==> config.mk <==
export PLATFORM = sky130hd
export DESIGN_NAME = keyboard_scan_line_editor_core_flat
export DESIGN_NICKNAME = d
export VERILOG_FILES = /design/src/design/ksle_pkg.sv /design/src/design/ksle_scan_if.sv /design/src/design/ksle_result_if.sv /design/src/design/ksle_cmd_fifo.sv /design/src/design/ksle_front.sv /design/src/design/ksle_back.sv /design/src/design/keyboard_scan_line_editor_core.sv /design/src/flat_wrapper.sv
export SDC_FILE = /design/constraint.sdc
export NUM_CORES = 1
export LEC_CHECK = 0
export BUFFER_PORTS_ARGS = -buffer_cell sky130_fd_sc_hd__buf_2
export CAP_MARGIN = 5
export CELL_PAD_IN_SITES_DETAIL_PLACEMENT = 1
export CELL_PAD_IN_SITES_GLOBAL_PLACEMENT = 1
export CORE_ASPECT_RATIO = 0.6
export CORE_MARGIN = 2
export CORE_UTILIZATION = 45
export CTS_CLUSTER_SIZE = 40
export DETAILED_ROUTE_END_ITERATION = 10
export GPL_ROUTABILITY_DRIVEN = 0
export PLACE_DENSITY = 0.71
export SLEW_MARGIN = 20
export SYNTH_ARGS = -nofsm -noshare
export SYNTH_HDL_FRONTEND = slang
export SYNTH_SLANG_ARGS = --single-unit
==> constraint.sdc <==
create_clock -name clk_i -period 2.8 [get_ports clk_i]
set_input_delay 0.14 -clock clk_i [delete_from_list [all_inputs] [get_ports clk_i]]
set_output_delay 0.14 -clock clk_i [all_outputs]
set_load 0.02 [all_outputs]
==> src/design/ksle_pkg.sv <==
`timescale 1ns / 1ps
// ----------------------------------------------------------------------------
// ksle_pkg
// Types, codes and the key table of the scan line editor.
// ----------------------------------------------------------------------------
package ksle_pkg;

  localparam int MAX_LINE   = 63;
  localparam int LINE_LEN_W = $clog2(MAX_LINE + 1);
  localparam int LINE_AW    = $clog2(MAX_LINE);

  // command queue between front and back, depth must be a power of two
  localparam int CMD_FIFO_DEPTH = 2;
  localparam int CMD_FIFO_AW    = $clog2(CMD_FIFO_DEPTH);

  localparam int TABLE_SIZE = 60;

  localparam logic [6:0] CODE_BACKSPACE = 7'h0E;
  localparam logic [6:0] CODE_ENTER     = 7'h1C;
  localparam logic [6:0] CODE_LSHIFT    = 7'd42;
  localparam logic [6:0] CODE_RSHIFT    = 7'd54;
  localparam logic [6:0] CODE_CAPS      = 7'd58;

  localparam logic [2:0] MODE_SHELL    = 3'd2;
  localparam logic [2:0] MODE_PASSWORD = 3'd3;
  localparam logic [2:0] MODE_NEWLINE  = 3'd4;

  localparam logic       REG_INPUT_ENABLE = 1'b0;
  localparam logic       REG_TEXT_MODE    = 1'b1;

  localparam logic [7:0] CHAR_MASK    = 8'h2A;  // '*'
  localparam logic [7:0] CHAR_NEWLINE = 8'h0A;

  // first character of each string is key code 0; \010 is backspace,
  // \140 is the backtick glyph
  localparam logic [8*TABLE_SIZE-1:0] PLAIN_COL =
    "  1234567890-=\010 qwertyuiop[]\n asdfghjkl;'\140 \\zxcvbnm,./ *    ";
  localparam logic [8*TABLE_SIZE-1:0] SHIFT_COL =
    "  !@#$%^&*()_+\010 QWERTYUIOP{}\n ASDFGHJKL:\"~ |ZXCVBNM<>?      ";

  typedef enum logic [1:0] {
    OP_CHAR  = 2'd0,
    OP_ERASE = 2'd1,
    OP_ENTER = 2'd2
  } op_e;

  typedef enum logic [1:0] {
    KIND_ECHO  = 2'd0,
    KIND_ERASE = 2'd1,
    KIND_LINE  = 2'd2,
    KIND_EMPTY = 2'd3
  } kind_e;

  typedef struct packed {
    op_e        op;
    logic [7:0] ch;
  } cmd_t;

  typedef struct packed {
    kind_e      kind;
    logic [7:0] char_code;
    logic       target;
    logic       last;
  } result_t;

  function automatic logic [7:0] key_char(logic [6:0] code, logic shifted);
    int         pos;
    logic [7:0] ch;
    pos = TABLE_SIZE - 1 - int'(code);
    ch  = 8'h00;
    if (code < 7'(TABLE_SIZE)) begin
      ch = shifted ? SHIFT_COL[8*pos +: 8] : PLAIN_COL[8*pos +: 8];
    end
    return ch;
  endfunction

endpackage

==> src/design/ksle_scan_if.sv <==
`timescale 1ns / 1ps
// ----------------------------------------------------------------------------
// ksle_scan_if
// Scan byte channel: valid/ready with one raw set-1 byte.
// ----------------------------------------------------------------------------
interface ksle_scan_if;
  logic       valid;
  logic       ready;
  logic [7:0] scan_byte;

  modport source (output valid, output scan_byte, input ready);
  modport sink   (input valid, input scan_byte, output ready);
endinterface

==> src/design/ksle_result_if.sv <==
`timescale 1ns / 1ps
// ----------------------------------------------------------------------------
// ksle_result_if
// Result channel: valid/ready with one editor result.
// ----------------------------------------------------------------------------
interface ksle_result_if;
  logic       valid;
  logic       ready;
  logic [1:0] kind;
  logic [7:0] char_code;
  logic       target;
  logic       last;

  modport source (output valid, output kind, output char_code, output target,
                  output last, input ready);
  modport sink   (input valid, input kind, input char_code, input target,
                  input last, output ready);
endinterface

==> src/design/ksle_cmd_fifo.sv <==
`timescale 1ns / 1ps
// ----------------------------------------------------------------------------
// ksle_cmd_fifo
// Short command queue that decouples the front decoder from the back end.
// ----------------------------------------------------------------------------
module ksle_cmd_fifo import ksle_pkg::*; (
  input  logic clk_i,
  input  logic rst_ni,
  input  logic push_i,
  input  cmd_t push_cmd_i,
  input  logic pop_i,
  output cmd_t pop_cmd_o,
  output logic empty_o,
  output logic full_o
);

  cmd_t                   slot_q [CMD_FIFO_DEPTH];
  logic [CMD_FIFO_AW-1:0] wr_ptr_q, wr_ptr_d;
  logic [CMD_FIFO_AW-1:0] rd_ptr_q, rd_ptr_d;
  logic [CMD_FIFO_AW:0]   count_q, count_d;
  logic                   do_push, do_pop;

  assign empty_o   = (count_q == '0);
  assign full_o    = (count_q == (CMD_FIFO_AW+1)'(CMD_FIFO_DEPTH));
  assign do_push   = push_i && !full_o;
  assign do_pop    = pop_i && !empty_o;
  assign pop_cmd_o = slot_q[rd_ptr_q];

  always_comb begin
    wr_ptr_d = do_push ? wr_ptr_q + 1'b1 : wr_ptr_q;
    rd_ptr_d = do_pop  ? rd_ptr_q + 1'b1 : rd_ptr_q;
    count_d  = count_q;
    if (do_push && !do_pop) begin
      count_d = count_q + 1'b1;
    end else if (do_pop && !do_push) begin
      count_d = count_q - 1'b1;
    end
  end

  always_ff @(posedge clk_i or negedge rst_ni) begin
    if (!rst_ni) begin
      wr_ptr_q <= '0;
      rd_ptr_q <= '0;
      count_q  <= '0;
    end else begin
      wr_ptr_q <= wr_ptr_d;
      rd_ptr_q <= rd_ptr_d;
      count_q  <= count_d;
    end
  end

  always_ff @(posedge clk_i) begin
    if (do_push) begin
      slot_q[wr_ptr_q] <= push_cmd_i;
    end
  end

endmodule

==> src/design/ksle_front.sv <==
`timescale 1ns / 1ps
// ----------------------------------------------------------------------------
// ksle_front
// Accepts scan bytes, tracks pressed keys and modifiers, emits edit commands.
// ----------------------------------------------------------------------------
module ksle_front import ksle_pkg::*; (
  input  logic             clk_i,
  input  logic             rst_ni,
  ksle_scan_if.sink        scan_i,
  input  logic             input_enable_i,
  input  logic [2:0]       text_mode_i,
  input  logic             fifo_full_i,
  output logic             push_o,
  output cmd_t             push_cmd_o
);

  logic [127:0] pressed_q;
  logic         shift_q, shift_d;
  logic         caps_q, caps_d;
  logic         busy_q;
  logic [7:0]   byte_q;
  logic         hit_q;
  logic         accept, done, press, fresh, act, is_shift, text_on;
  logic [6:0]   code, code_in;

  // one byte held at a time; the pressed map is read at the transfer edge
  // and updated when the byte is classified, so no bypass is needed
  assign scan_i.ready = !busy_q;
  assign accept       = scan_i.valid && scan_i.ready;
  assign done         = busy_q && !fifo_full_i;
  assign code_in      = scan_i.scan_byte[6:0];
  assign code         = byte_q[6:0];
  assign press        = !byte_q[7];
  assign fresh        = press && !hit_q;
  assign act          = done && fresh && input_enable_i;
  assign is_shift     = (code == CODE_LSHIFT) || (code == CODE_RSHIFT);
  assign text_on      = (text_mode_i == MODE_SHELL) || (text_mode_i == MODE_PASSWORD);

  always_comb begin
    push_o        = 1'b0;
    push_cmd_o.op = OP_CHAR;
    push_cmd_o.ch = key_char(code, shift_q || caps_q);
    shift_d       = shift_q;
    caps_d        = caps_q;
    if (done && !press && input_enable_i && is_shift) begin
      shift_d = 1'b0;
    end
    if (act) begin
      if (code == CODE_BACKSPACE) begin
        push_o        = 1'b1;
        push_cmd_o.op = OP_ERASE;
      end else if (is_shift) begin
        shift_d = 1'b1;
      end else if (code == CODE_CAPS) begin
        caps_d = !caps_q;
      end else if (code == CODE_ENTER) begin
        push_o        = 1'b1;
        push_cmd_o.op = OP_ENTER;
      end else if (code < 7'(TABLE_SIZE) && text_on) begin
        push_o = 1'b1;
      end
    end
  end

  always_ff @(posedge clk_i or negedge rst_ni) begin
    if (!rst_ni) begin
      pressed_q <= '0;
      shift_q   <= 1'b0;
      caps_q    <= 1'b0;
      busy_q    <= 1'b0;
    end else begin
      if (done) begin
        pressed_q[code] <= press;
      end
      shift_q <= shift_d;
      caps_q  <= caps_d;
      if (accept) begin
        busy_q <= 1'b1;
      end else if (done) begin
        busy_q <= 1'b0;
      end
    end
  end

  // byte holding register and registered pressed-map read
  always_ff @(posedge clk_i) begin
    if (accept) begin
      byte_q <= scan_i.scan_byte;
      hit_q  <= pressed_q[code_in];
    end
  end

endmodule

==> src/design/ksle_back.sv <==
`timescale 1ns / 1ps
// ----------------------------------------------------------------------------
// ksle_back
// Executes edit commands against the line store and drives the result port.
// ----------------------------------------------------------------------------
module ksle_back import ksle_pkg::*; (
  input  logic          clk_i,
  input  logic          rst_ni,
  input  logic [2:0]    text_mode_i,
  input  logic          fifo_empty_i,
  input  cmd_t          fifo_cmd_i,
  output logic          pop_o,
  ksle_result_if.source result_o
);

  typedef enum logic [3:0] {
    ST_IDLE = 4'b0001,
    ST_PUT  = 4'b0010,
    ST_READ = 4'b0100,
    ST_RUN  = 4'b1000
  } state_e;

  state_e                state_q, state_d;
  logic [LINE_LEN_W-1:0] len_q, len_d;
  logic [LINE_LEN_W-1:0] run_len_q, run_len_d;
  logic [LINE_AW-1:0]    idx_q, idx_d;
  result_t               pend_q, pend_d;
  result_t               out_q, out_d;
  logic                  out_valid_q, out_valid_d;
  logic [7:0]            line_mem [MAX_LINE];
  logic [7:0]            rdata_q;
  logic                  mem_we;
  logic                  slot_free, text_on, tgt, run_last;

  assign slot_free = !out_valid_q || result_o.ready;
  assign text_on   = (text_mode_i == MODE_SHELL) || (text_mode_i == MODE_PASSWORD);
  assign tgt       = (text_mode_i == MODE_PASSWORD);
  assign run_last  = (LINE_LEN_W'(idx_q) + LINE_LEN_W'(1)) == run_len_q;
  assign pop_o     = (state_q == ST_IDLE) && !fifo_empty_i;

  assign result_o.valid     = out_valid_q;
  assign result_o.kind      = out_q.kind;
  assign result_o.char_code = out_q.char_code;
  assign result_o.target    = out_q.target;
  assign result_o.last      = out_q.last;

  always_comb begin
    state_d     = state_q;
    len_d       = len_q;
    run_len_d   = run_len_q;
    idx_d       = idx_q;
    pend_d      = pend_q;
    out_d       = out_q;
    out_valid_d = out_valid_q && !result_o.ready;
    mem_we      = 1'b0;
    unique case (state_q)
      ST_IDLE: begin
        if (!fifo_empty_i) begin
          case (fifo_cmd_i.op)
            OP_CHAR: begin
              if (len_q < LINE_LEN_W'(MAX_LINE)) begin
                mem_we  = 1'b1;
                len_d   = len_q + 1'b1;
                pend_d  = '{KIND_ECHO, tgt ? CHAR_MASK : fifo_cmd_i.ch, 1'b0, 1'b0};
                state_d = ST_PUT;
              end
            end
            OP_ERASE: begin
              if (len_q != '0) begin
                len_d   = len_q - 1'b1;
                pend_d  = '{KIND_ERASE, 8'h00, 1'b0, 1'b0};
                state_d = ST_PUT;
              end
            end
            OP_ENTER: begin
              len_d = '0;
              if (text_on) begin
                if (len_q == '0) begin
                  pend_d  = '{KIND_EMPTY, 8'h00, tgt, 1'b1};
                  state_d = ST_PUT;
                end else begin
                  idx_d     = '0;
                  run_len_d = len_q;
                  state_d   = ST_READ;
                end
              end else if (text_mode_i == MODE_NEWLINE) begin
                pend_d  = '{KIND_ECHO, CHAR_NEWLINE, 1'b0, 1'b0};
                state_d = ST_PUT;
              end
            end
            default: ;
          endcase
        end
      end
      ST_PUT: begin
        if (slot_free) begin
          out_valid_d = 1'b1;
          out_d       = pend_q;
          state_d     = ST_IDLE;
        end
      end
      ST_READ: begin
        state_d = ST_RUN;
      end
      ST_RUN: begin
        if (slot_free) begin
          out_valid_d = 1'b1;
          out_d       = '{KIND_LINE, rdata_q, tgt, run_last};
          if (run_last) begin
            state_d = ST_IDLE;
          end else begin
            idx_d   = idx_q + 1'b1;
            state_d = ST_READ;
          end
        end
      end
      default: state_d = ST_IDLE;
    endcase
  end

  always_ff @(posedge clk_i or negedge rst_ni) begin
    if (!rst_ni) begin
      state_q     <= ST_IDLE;
      len_q       <= '0;
      out_valid_q <= 1'b0;
    end else begin
      state_q     <= state_d;
      len_q       <= len_d;
      out_valid_q <= out_valid_d;
    end
  end

  always_ff @(posedge clk_i) begin
    run_len_q <= run_len_d;
    idx_q     <= idx_d;
    pend_q    <= pend_d;
    out_q     <= out_d;
  end

  // line store: one write port at the fill point, one registered read port
  always_ff @(posedge clk_i) begin
    if (mem_we) begin
      line_mem[len_q[LINE_AW-1:0]] <= fifo_cmd_i.ch;
    end
    rdata_q <= line_mem[idx_q];
  end

endmodule

==> src/design/keyboard_scan_line_editor_core.sv <==
`timescale 1ns / 1ps
// ----------------------------------------------------------------------------
// keyboard_scan_line_editor_core
// Set-1 scan code line editor with shell/password echo and line submission.
// ----------------------------------------------------------------------------
// Raw set-1 scan bytes come in on scan_i (bit 7 = release). The front end
// holds one byte at a time: the transfer edge also reads the 128-key pressed
// map, and the front end then classifies the held byte (auto-repeat presses
// are dropped), updates shift and caps lock and turns backspace, enter and
// character keys into commands. Classification waits while the two-entry
// command queue is full, which holds the input off. The back end runs
// commands against a 63-byte line store and sends results out through an
// output register on result_o. A character or erase result passes from the
// idle state through the put state to the output register; an enter on a
// line of N characters streams N results, one store read per character
// through the single read port of the line store. No clearing pass runs
// after reset: the line store is only read below the current fill point.
// Configuration (input_enable at 0x0, text_mode at 0x4) is to be written
// over APB only while the block is idle; the block itself does not enforce
// this.
// ----------------------------------------------------------------------------
module keyboard_scan_line_editor_core import ksle_pkg::*; (
  input  logic          clk_i,
  input  logic          rst_ni,
  ksle_scan_if.sink     scan_i,
  ksle_result_if.source result_o,
  input  logic          psel,
  input  logic          penable,
  input  logic          pwrite,
  input  logic [2:0]    paddr,
  input  logic [31:0]   pwdata,
  output logic [31:0]   prdata,
  output logic          pready
);

  logic       input_enable_q;
  logic [2:0] text_mode_q;
  logic       cfg_wr;

  logic       push;
  cmd_t       push_cmd;
  logic       pop;
  cmd_t       pop_cmd;
  logic       fifo_empty, fifo_full;

  // --- configuration port ---------------------------------------------------
  // Zero wait states; only the word-select bit of paddr decodes a register.
  assign pready = 1'b1;
  assign cfg_wr = psel && penable && pwrite;

  always_comb begin
    unique case (paddr[2])
      REG_INPUT_ENABLE: prdata = {31'b0, input_enable_q};
      REG_TEXT_MODE:    prdata = {29'b0, text_mode_q};
      default:          prdata = '0;
    endcase
  end

  always_ff @(posedge clk_i or negedge rst_ni) begin
    if (!rst_ni) begin
      input_enable_q <= 1'b1;
      text_mode_q    <= 3'd0;
    end else if (cfg_wr) begin
      if (paddr[2] == REG_TEXT_MODE) begin
        text_mode_q <= pwdata[2:0];
      end else begin
        input_enable_q <= pwdata[0];
      end
    end
  end

  // --- front: key tracking and classification -------------------------------
  ksle_front u_front (
    .clk_i          (clk_i),
    .rst_ni         (rst_ni),
    .scan_i         (scan_i),
    .input_enable_i (input_enable_q),
    .text_mode_i    (text_mode_q),
    .fifo_full_i    (fifo_full),
    .push_o         (push),
    .push_cmd_o     (push_cmd)
  );

  // --- decoupling queue -----------------------------------------------------
  ksle_cmd_fifo u_fifo (
    .clk_i      (clk_i),
    .rst_ni     (rst_ni),
    .push_i     (push),
    .push_cmd_i (push_cmd),
    .pop_i      (pop),
    .pop_cmd_o  (pop_cmd),
    .empty_o    (fifo_empty),
    .full_o     (fifo_full)
  );

  // --- back: line store and result sequencing -------------------------------
  ksle_back u_back (
    .clk_i        (clk_i),
    .rst_ni       (rst_ni),
    .text_mode_i  (text_mode_q),
    .fifo_empty_i (fifo_empty),
    .fifo_cmd_i   (pop_cmd),
    .pop_o        (pop),
    .result_o     (result_o)
  );

endmodule

==> src/flat_wrapper.sv <==
// flat-port wrapper written by rule: the top's interface ports become plain ports
module keyboard_scan_line_editor_core_flat import ksle_pkg::*;
  (clk_i, rst_ni, psel, penable, pwrite, paddr, pwdata, prdata, pready, scan_i_valid, scan_i_scan_byte, scan_i_ready, result_o_valid, result_o_kind, result_o_char_code, result_o_target, result_o_last, result_o_ready);
  ksle_scan_if scan_i_i ();
  ksle_result_if result_o_i ();
  input  logic clk_i;
  input  logic rst_ni;
  input  logic psel;
  input  logic penable;
  input  logic pwrite;
  input  logic [2:0] paddr;
  input  logic [31:0] pwdata;
  output logic [31:0] prdata;
  output logic pready;
  input wire logic [$bits(scan_i_i.valid)-1:0] scan_i_valid;
  input wire logic [$bits(scan_i_i.scan_byte)-1:0] scan_i_scan_byte;
  output wire logic [$bits(scan_i_i.ready)-1:0] scan_i_ready;
  output wire logic [$bits(result_o_i.valid)-1:0] result_o_valid;
  output wire logic [$bits(result_o_i.kind)-1:0] result_o_kind;
  output wire logic [$bits(result_o_i.char_code)-1:0] result_o_char_code;
  output wire logic [$bits(result_o_i.target)-1:0] result_o_target;
  output wire logic [$bits(result_o_i.last)-1:0] result_o_last;
  input wire logic [$bits(result_o_i.ready)-1:0] result_o_ready;
  assign scan_i_i.valid = scan_i_valid;
  assign scan_i_i.scan_byte = scan_i_scan_byte;
  assign scan_i_ready = scan_i_i.ready;
  assign result_o_valid = result_o_i.valid;
  assign result_o_kind = result_o_i.kind;
  assign result_o_char_code = result_o_i.char_code;
  assign result_o_target = result_o_i.target;
  assign result_o_last = result_o_i.last;
  assign result_o_i.ready = result_o_ready;
  keyboard_scan_line_editor_core u_core (.clk_i(clk_i), .rst_ni(rst_ni), .scan_i(scan_i_i), .result_o(result_o_i), .psel(psel), .penable(penable), .pwrite(pwrite), .paddr(paddr), .pwdata(pwdata), .prdata(prdata), .pready(pready));
endmodule
==> out/qor.yml, run 1 <==
placed_design:
  place_area_um2: 30500
  hpwl_um: 49100
  io_buffers: 34
  dp_slack_ns: 0.0946
flow_run:
  max-cap-violations: 0
die:
  die_h_um: 199
  die_area_um2: 65700
  row_count: 71
  start_util: 0.456
  ios: 97
  core-area_um2: 62800
  dieWidth_um: 330
detailed_routing:
  first_pass_iters: 5
  wire_per_inst_um: 26.7
  drt-total-wl_um: 75700
  routed_via_density: 6.10
  route.detailed.drc: 0
  postRouteAntennaNets: 0
  first_iter_violations: 1864
  route.vias.total: 17344
clock_network:
  insertion_delay_ns: 0.65
  root_buffer: "clkbuf_16"
  cts_tree: "done"
  clock_path_buffers: 3
  cts_buffers: 61
  post_cts_buffers: 0
  clkSinkCount: 658
  cts.clk_slew.worst_paths_ns: 0.07
  htreeDepth: 2
global_route:
  grt_max_degree: 74
  grt_first_pass_wirelength_um: 115000
  grt_usage: 0.236
  antenna_found_initial: 2
  grt_remaining_overflow: 0
  grt_pass1_vias: 17732
logic_synthesis:
  synth_top_area_cell: "edfxtp_1"
  synth-edff-count: 501
  ys_warn_count: 0
  synthMostInstantiatedCell: "edfxtp_1"
  yosysSeqAreaShare: 0.662
  ys_ff_latch: 658
  async_flop_share: 0.228
  netlist_area_um2: 28600
  syn_area_per_cell_um2: 15.7
  synth_common_cells: "edfxtp_1 (501), mux4_2 (165), o21ai_0 (155)"
  ys_top_cells_by_area: "edfxtp_1 (53%), mux4_2 (13%), dfrtp_1 (13%)"
  yosysTopAreaCellShare: 0.526
  synth_cells: 1821
  synth.distinct_cells: 76
  synth_ff_type: "edfxtp_1"
pwr:
  total_power_mw: 31.4
  irDropWorstVdd_uv: 537
  leakage_nw: 11.5
  pwr-share-clk: 0.274
  pwr-share-comb: 0.319
  p_sw_frac: 0.323
  power_frac_seq: 0.407
  p_switching_mw: 10.2
  powerDensity_nw_per_um2: 961
  p_int_mw: 21.3
worst_setup_path:
  path_delay_family: "compound AO/OA/AOI/OAI gates"
  crit_fanout: 10
  worst_ep_arrival_time_ns: 3.24
  startpoint: "u_core.u_fifo.rd_ptr_q"
  slowest_stage: "dfrtp_1"
  critPathCaptureType: "flop"
  cp-start-kind: "flop"
  crit_type: "flop to flop"
  critPathMostFrequentCell: "a21o_1"
  path_buf_inv: 0
  crit_chain: "mux2i_1 -> ha_1 -> ha_1 -> a21o_1 -> a21o_1 -> a21o_1 -> and4_1 -> a221o_1"
  required_ns: 3.30
  slowest_delay_ns: 0.47
  worstReg2RegStart: "u_core.u_fifo.rd_ptr_q"
min_path:
  hp-start: "scan_i_scan_byte[0]"
  hold_path.class: "primary input to flop"
sta:
  finalHoldViolCount: 0
  timing.final.crit_period_ns: 2.74
  min_period_over_period: 0.979
  fin_skew_ns: 0.0250
  worstMarginPinSlew_ns: 1.02
  fmax_mhz: 365
  worst_slack_ns: 0.0590
  final_max_slew_viol_count: 0
  slew_headroom: 0.320
  setup_violations: 0
  grt_setup_unrepaired: "yes"
status:
  status: "completed"
cells_and_area:
  drive_gt1_frac: 0.242
  area_growth_pct: 14.4
  final_core_util: 0.521
  antenna_cells: 0
  fillers: 5958
  layout.nets: 2015
  fin_area_um2: 32700
layer usage:
metal | wire length (um) | up-vias | GRT usage
li1 | - | 7454 | -
met1 | 36000 | 9211 | 0.372
met2 | 33000 | 595 | 0.341
met3 | 5630 | 84 | 0.0468
met4 | 1120 | 0 | 0.0458
met5 | 0 | - | 0
per-stage QoR:
step	cells	hold slack (ns)	TNS, ns
2_1_floorplan	1850	-0.156	0
3_3_place_gp	2709	0.222	0
3_5_place_dp	2709	0.229	0
4_1_cts	2842	0.00277	0
5_1_grt	2842	0.0275	-0.476
6_report	2842	0.0208	0
final timing paths:
path                            slack [ns]  depth (start not counted)                            to
min in group asynchronous             0.10                          2  u_core.u_front.pressed_q[15]
worst max-delay path                  0.06                          8        u_core.u_back.len_q[5]
max in group asynchronous             1.85                          3        u_core.u_back.len_q[0]
worst min-delay path                  0.02                          2      u_core.u_front.byte_q[0]
worst max register to register        0.06                          8        u_core.u_back.len_q[5]
worst min register to register        0.49                          1        u_core.u_fifo.wr_ptr_q
cell families (layout without fill, tap and decap cells):
| family | after synthesis | in the layout | synth area share |
|---|---|---|---|
| mux | 190 | 190 | 0.139 |
| other cells | 2 | 31 | 0.000262 |
| xor+xnor | 26 | 26 | 0.00945 |
| compound gates | 429 | 429 | 0.0983 |
| flops | 658 | 658 | 0.662 |
| buf+inv | 187 | 340 | 0.0315 |
| fa+ha+maj | 15 | 15 | 0.00682 |
| simple gates | 314 | 314 | 0.0525 |
worst reg2reg max path: cells and delay by family (launching register included):
kind / cells / cell delay, ns
compound gates: 4 / 0.87
mux: 1 / 0.39
fa+ha+maj: 2 / 0.75
flops: 1 / 0.47
simple gates: 1 / 0.14
cell type report:
type	count	area [um2]	area share
flip-flops and latches	658	18900	0.579
multi-input cells	1005	8900	0.272
clock inverters	37	397	0.0121
repair buffers	208	1700	0.0520
inverters	16	61.3	0.00187
clock buffers	79	1670	0.0512
well taps	839	1050	0.0321
cells in the final DEF (no fill, tap or decap), drive strengths merged, types with 11 or more instances in the layout:
| cell type | Yosys | routed |
|---|---|---|
| o21ai | 155 | 155 |
| nor2b | 23 | 23 |
| clkbuf | 103 | 79 |
| dfrtp | 148 | 148 |
| nand3 | 25 | 25 |
| edfxtp | 501 | 501 |
| mux2 | 11 | 11 |
| buf | 68 | 191 |
| a21oi | 33 | 33 |
| xnor2 | 13 | 13 |
| dlygate4sd3 | 0 | 17 |
| ha | 14 | 14 |
| inv | 15 | 15 |
| mux4 | 165 | 165 |
| o31ai | 135 | 135 |
| conb | 2 | 31 |
| mux2i | 14 | 14 |
| nor2 | 112 | 112 |
| clkinv | 1 | 30 |
| nand2b | 12 | 12 |
| nand2 | 80 | 80 |
sequential cells by signal, summed over array words and instances (netlist names), 2 cells and up:
name / cells
u_core.u_fifo.count_q: 2
u_core.text_mode_q: 3
u_core.u_back.run_len_q: 6
u_core.u_back.len_q: 6
u_core.u_fifo.slot_q: 18
u_core.u_front.byte_q: 8
u_core.u_back.state_q: 4
u_core.u_back.idx_q: 6
u_core.u_front.pressed_q: 128
u_core.u_back.result_o.char_code: 7
u_core.u_back.pend_q: 10
u_core.u_back.line_mem: 441
u_core.u_back.result_o.kind: 2
u_core.u_back.rdata_q: 7
power groups by stage:
stage / Sequential (mW) / Clock [mW] / Combinational [mW]
after floorplan: 12.6 / 0 / 6.63
after global placement: 12.9 / 0 / 9.50
after detailed placement: 13.0 / 0 / 9.88
after CTS: 12.8 / 8.77 / 9.99
after global routing: 12.9 / 9.12 / 10.8
final: 12.8 / 8.61 / 10.0
timing repair:
item / 4_1_cts / 5_1_grt
hold buffers: 17 / 0
hold endpoints to repair: 85 / 0
endpoints found under the setup margin: 0 / 16
gates resized for setup: 0 / 4
No activity file was read; power rests on OpenSTA's default activity.
==> run 2, diff against run 1 <==
--- a/config.mk
+++ b/config.mk
@@ -11,11 +11,11 @@
 export CELL_PAD_IN_SITES_GLOBAL_PLACEMENT = 1
 export CORE_ASPECT_RATIO = 0.6
 export CORE_MARGIN = 2
-export CORE_UTILIZATION = 45
+export CORE_UTILIZATION = 48
 export CTS_CLUSTER_SIZE = 40
 export DETAILED_ROUTE_END_ITERATION = 10
 export GPL_ROUTABILITY_DRIVEN = 0
-export PLACE_DENSITY = 0.71
+export PLACE_DENSITY = 0.75
 export SLEW_MARGIN = 20
 export SYNTH_ARGS = -nofsm -noshare
 export SYNTH_HDL_FRONTEND = slang
==> run 2 against run 1 <==
Effect of this change: clock power fell by 2.8%; sequential share of layout area is 0.20 points higher; non-clock buffer count rose by 2; sequential cell count stayed put; die area down 6.1%; setup slack better by 0.047 ns; via count grew 1.7%; hold slack gained 0.00069 ns; utilization is 3.1 points higher; highest routed layer is now met5.
==> out/qor.yml, run 2 (synthesized netlist as in run 1, its figures left out) <==
detailed_routing:
  wire_per_inst_um: 28.6  # +7.4%
  drt-total-wl_um: 79700  # +5.3%
  dr_wl_met2_um: 36000  # +9.1%
  route.vias.total: 17645  # +1.7%
  postRouteAntennaNets: 0  # unchanged
  routed_via_density: 6.34  # +3.8%
  top_layer_used: "met5"
  first_iter_violations: 1966  # +5.5%
  wl_met3_um: 8040  # +43%
  first_pass_iters: 7  # +2
  route.detailed.drc: 0  # unchanged
  wl_met1_um: 34700  # -3.7%
pwr:
  total_power_mw: 31.2  # -0.60%
  leakage_nw: 11.5  # -0.16%
  irDropWorstVdd_uv: 573  # +6.8%
  powerDensity_nw_per_um2: 958  # -0.27%
sta:
  min_period_over_period: 0.962  # -0.0167
  finalHoldViolCount: 0  # unchanged
  fmax_mhz: 371  # +1.7%
  fin_skew_ns: 0.0285  # +0.00359 ns
  final_max_slew_viol_count: 0  # unchanged
  tns_ns: 0  # unchanged
  worstMarginPinSlew_ns: 0.998  # -0.0231 ns
  grt_setup_unrepaired: "no"
  setup_violations: 0  # unchanged
  slew_headroom: 0.335  # +0.0154
  timing.final.crit_period_ns: 2.69  # -0.0469 ns
cells_and_area:
  largest_reg_flops: 441  # unchanged
  drive_gt1_frac: 0.244  # +0.00250
  final_cell_mix: "edfxtp_1 (501), mux4_2 (165), o21ai_0 (155)"
  final_core_util: 0.552  # +0.0313
  final_common_cell: "edfxtp_1"
  area_growth_pct: 14.0
  layout.nets: 2016  # +0.050%
global_route:
  grt_pass1_vias: 18022  # +1.6%
  grt_first_pass_wirelength_um: 119000  # +3.7%
  grt_usage: 0.262  # +0.0260
  grt_max_degree: 74  # unchanged
  grt_remaining_overflow: 0  # unchanged
  antenna_found_initial: 4  # +2
clock_network:
  clock_path_buffers: 3  # unchanged
  cts_buffers: 60  # -1.6%
  insertion_delay_ns: 0.65  # about the same
  cts.clk_slew.worst_paths_ns: 0.07  # about the same
  root_buffer: "clkbuf_16"
  cts_tree: "done"
  htreeDepth: 2  # unchanged
  clkSinkCount: 658  # unchanged
worst_setup_path:
  critPathMostFrequentCell: "buf_4"
  crit_type: "flop to flop"
  startpoint: "u_core.u_back.state_q[0]"
  critPathCaptureType: "flop"
  worstReg2RegStart: "u_core.u_back.state_q[0]"
  worst_ep_arrival_time_ns: 3.04  # -0.20 ns
  crit_chain: "or4b_4 -> nor2_4 -> inv_1 -> nor3b_1 -> buf_4 -> nand3_1 -> buf_4 -> nor2_1 -> buf_4"
  slowest_delay_ns: 0.60  # +0.13 ns
  slowest_stage: "dfstp_2"
  required_ns: 3.15  # -0.15 ns
  cp-start-kind: "flop"
  crit_fanout: 8  # -2
die:
  dieWidth_um: 319  # -3.1%
  die_area_um2: 61600  # -6.1%
  row_count: 69  # -2.8%
  core-area_um2: 59100  # -6.0%
  die_h_um: 193  # -3.1%
  ios: 97  # unchanged
  start_util: 0.485  # +0.0290
min_path:
  hold_path.class: "primary input to flop"
  hp-start: "scan_i_scan_byte[0]"
placed_design:
  hpwl_um: 52500  # +6.9%
  io_buffers: 34  # unchanged
flow_run:
  max-cap-violations: 0  # unchanged
status:
  status: "completed"
-- run 2: changes by cell type in the layout (fill, tap and decap cells not counted), sizes merged --
cell / delta
clkinvlp: +2
clkinv: +3
dlygate4sd3: +1
buf: +1
bufinv: -3
diode: +1
clkbuf: -4
-- run 2: routing by layer --
layer,GRT usage,vias to the layer above
met3,0.0735,84
met4,0.0461,4
li1,-,7456
met2,0.400,810
met1,0.383,9291
met5,0,-
-- run 2: where the power goes --
part / internal, mW / total, mW / switching, mW / leakage, nW
Clock: 4.59 / 8.37 / 3.79 / 0.996
Combinational: 4.32 / 10.1 / 5.76 / 3.84
Sequential: 12.1 / 12.8 / 0.681 / 6.61
Total: 21.0 / 31.2 / 10.2 / 11.5
-- run 2: final timing paths --
kind	to	slack [ns]	cells past startpoint
max	u_core.u_back.line_mem[22][4]	0.11	9
min	u_core.u_front.byte_q[0]	0.02	2
max reg2reg	u_core.u_back.line_mem[22][4]	0.11	9
min reg2reg	u_core.u_fifo.wr_ptr_q	0.49	1
max in group asynchronous	u_core.u_front.pressed_q[83]	1.85	3
min in group asynchronous	u_core.u_front.pressed_q[10]	0.08	2
-- run 2: area by class of cell --
| class | instances | area (um2) |
|---|---|---|
| Tap cell | 781 | 977 |
| Clock inverter | 39 | 329 |
| Timing Repair Buffer | 210 | 1750 |
| Clock buffer | 75 | 1660 |
| Sequential cell | 658 | 18900 |
| Antenna cell | 1 | 2.50 |
| Fill cell | 5552 | 26400 |
| Multi-Input combinational cell | 1005 | 8890 |
| Inverter | 16 | 65.1 |
-- run 2: critical path: cells and delay by family, from the launching register on --
kind | cells | cell delay [ns]
DFF | 1 | 0.60
and+or+nand+nor | 5 | 1.10
buffers and inverters | 4 | 0.69
-- run 2: repair_timing --
action	4_1_cts	5_1_grt
endpoints found under the setup margin	0	32
endpoints found under the hold margin	86	0
resized for setup	0	6
setup buffers	0	0
hold buffers	18	0
-- run 2: per-stage QoR --
| stage | std cells | setup slack [ns] | instance area [um2] | hold WS [ns] |
|---|---|---|---|---|
| 3_3_place_gp | 2652 | 0.197 | 30400 | 0.221 |
| 6_report | 2785 | 0.106 | 32600 | 0.0215 |
| 3_5_place_dp | 2652 | 0.0604 | 30400 | 0.229 |
| 2_1_floorplan | 1850 | 0.0516 | 28700 | -0.156 |
| 4_1_cts | 2784 | 0.0440 | 32600 | 0.00168 |
| 5_1_grt | 2784 | 0.00166 | 32600 | 0.0318 |
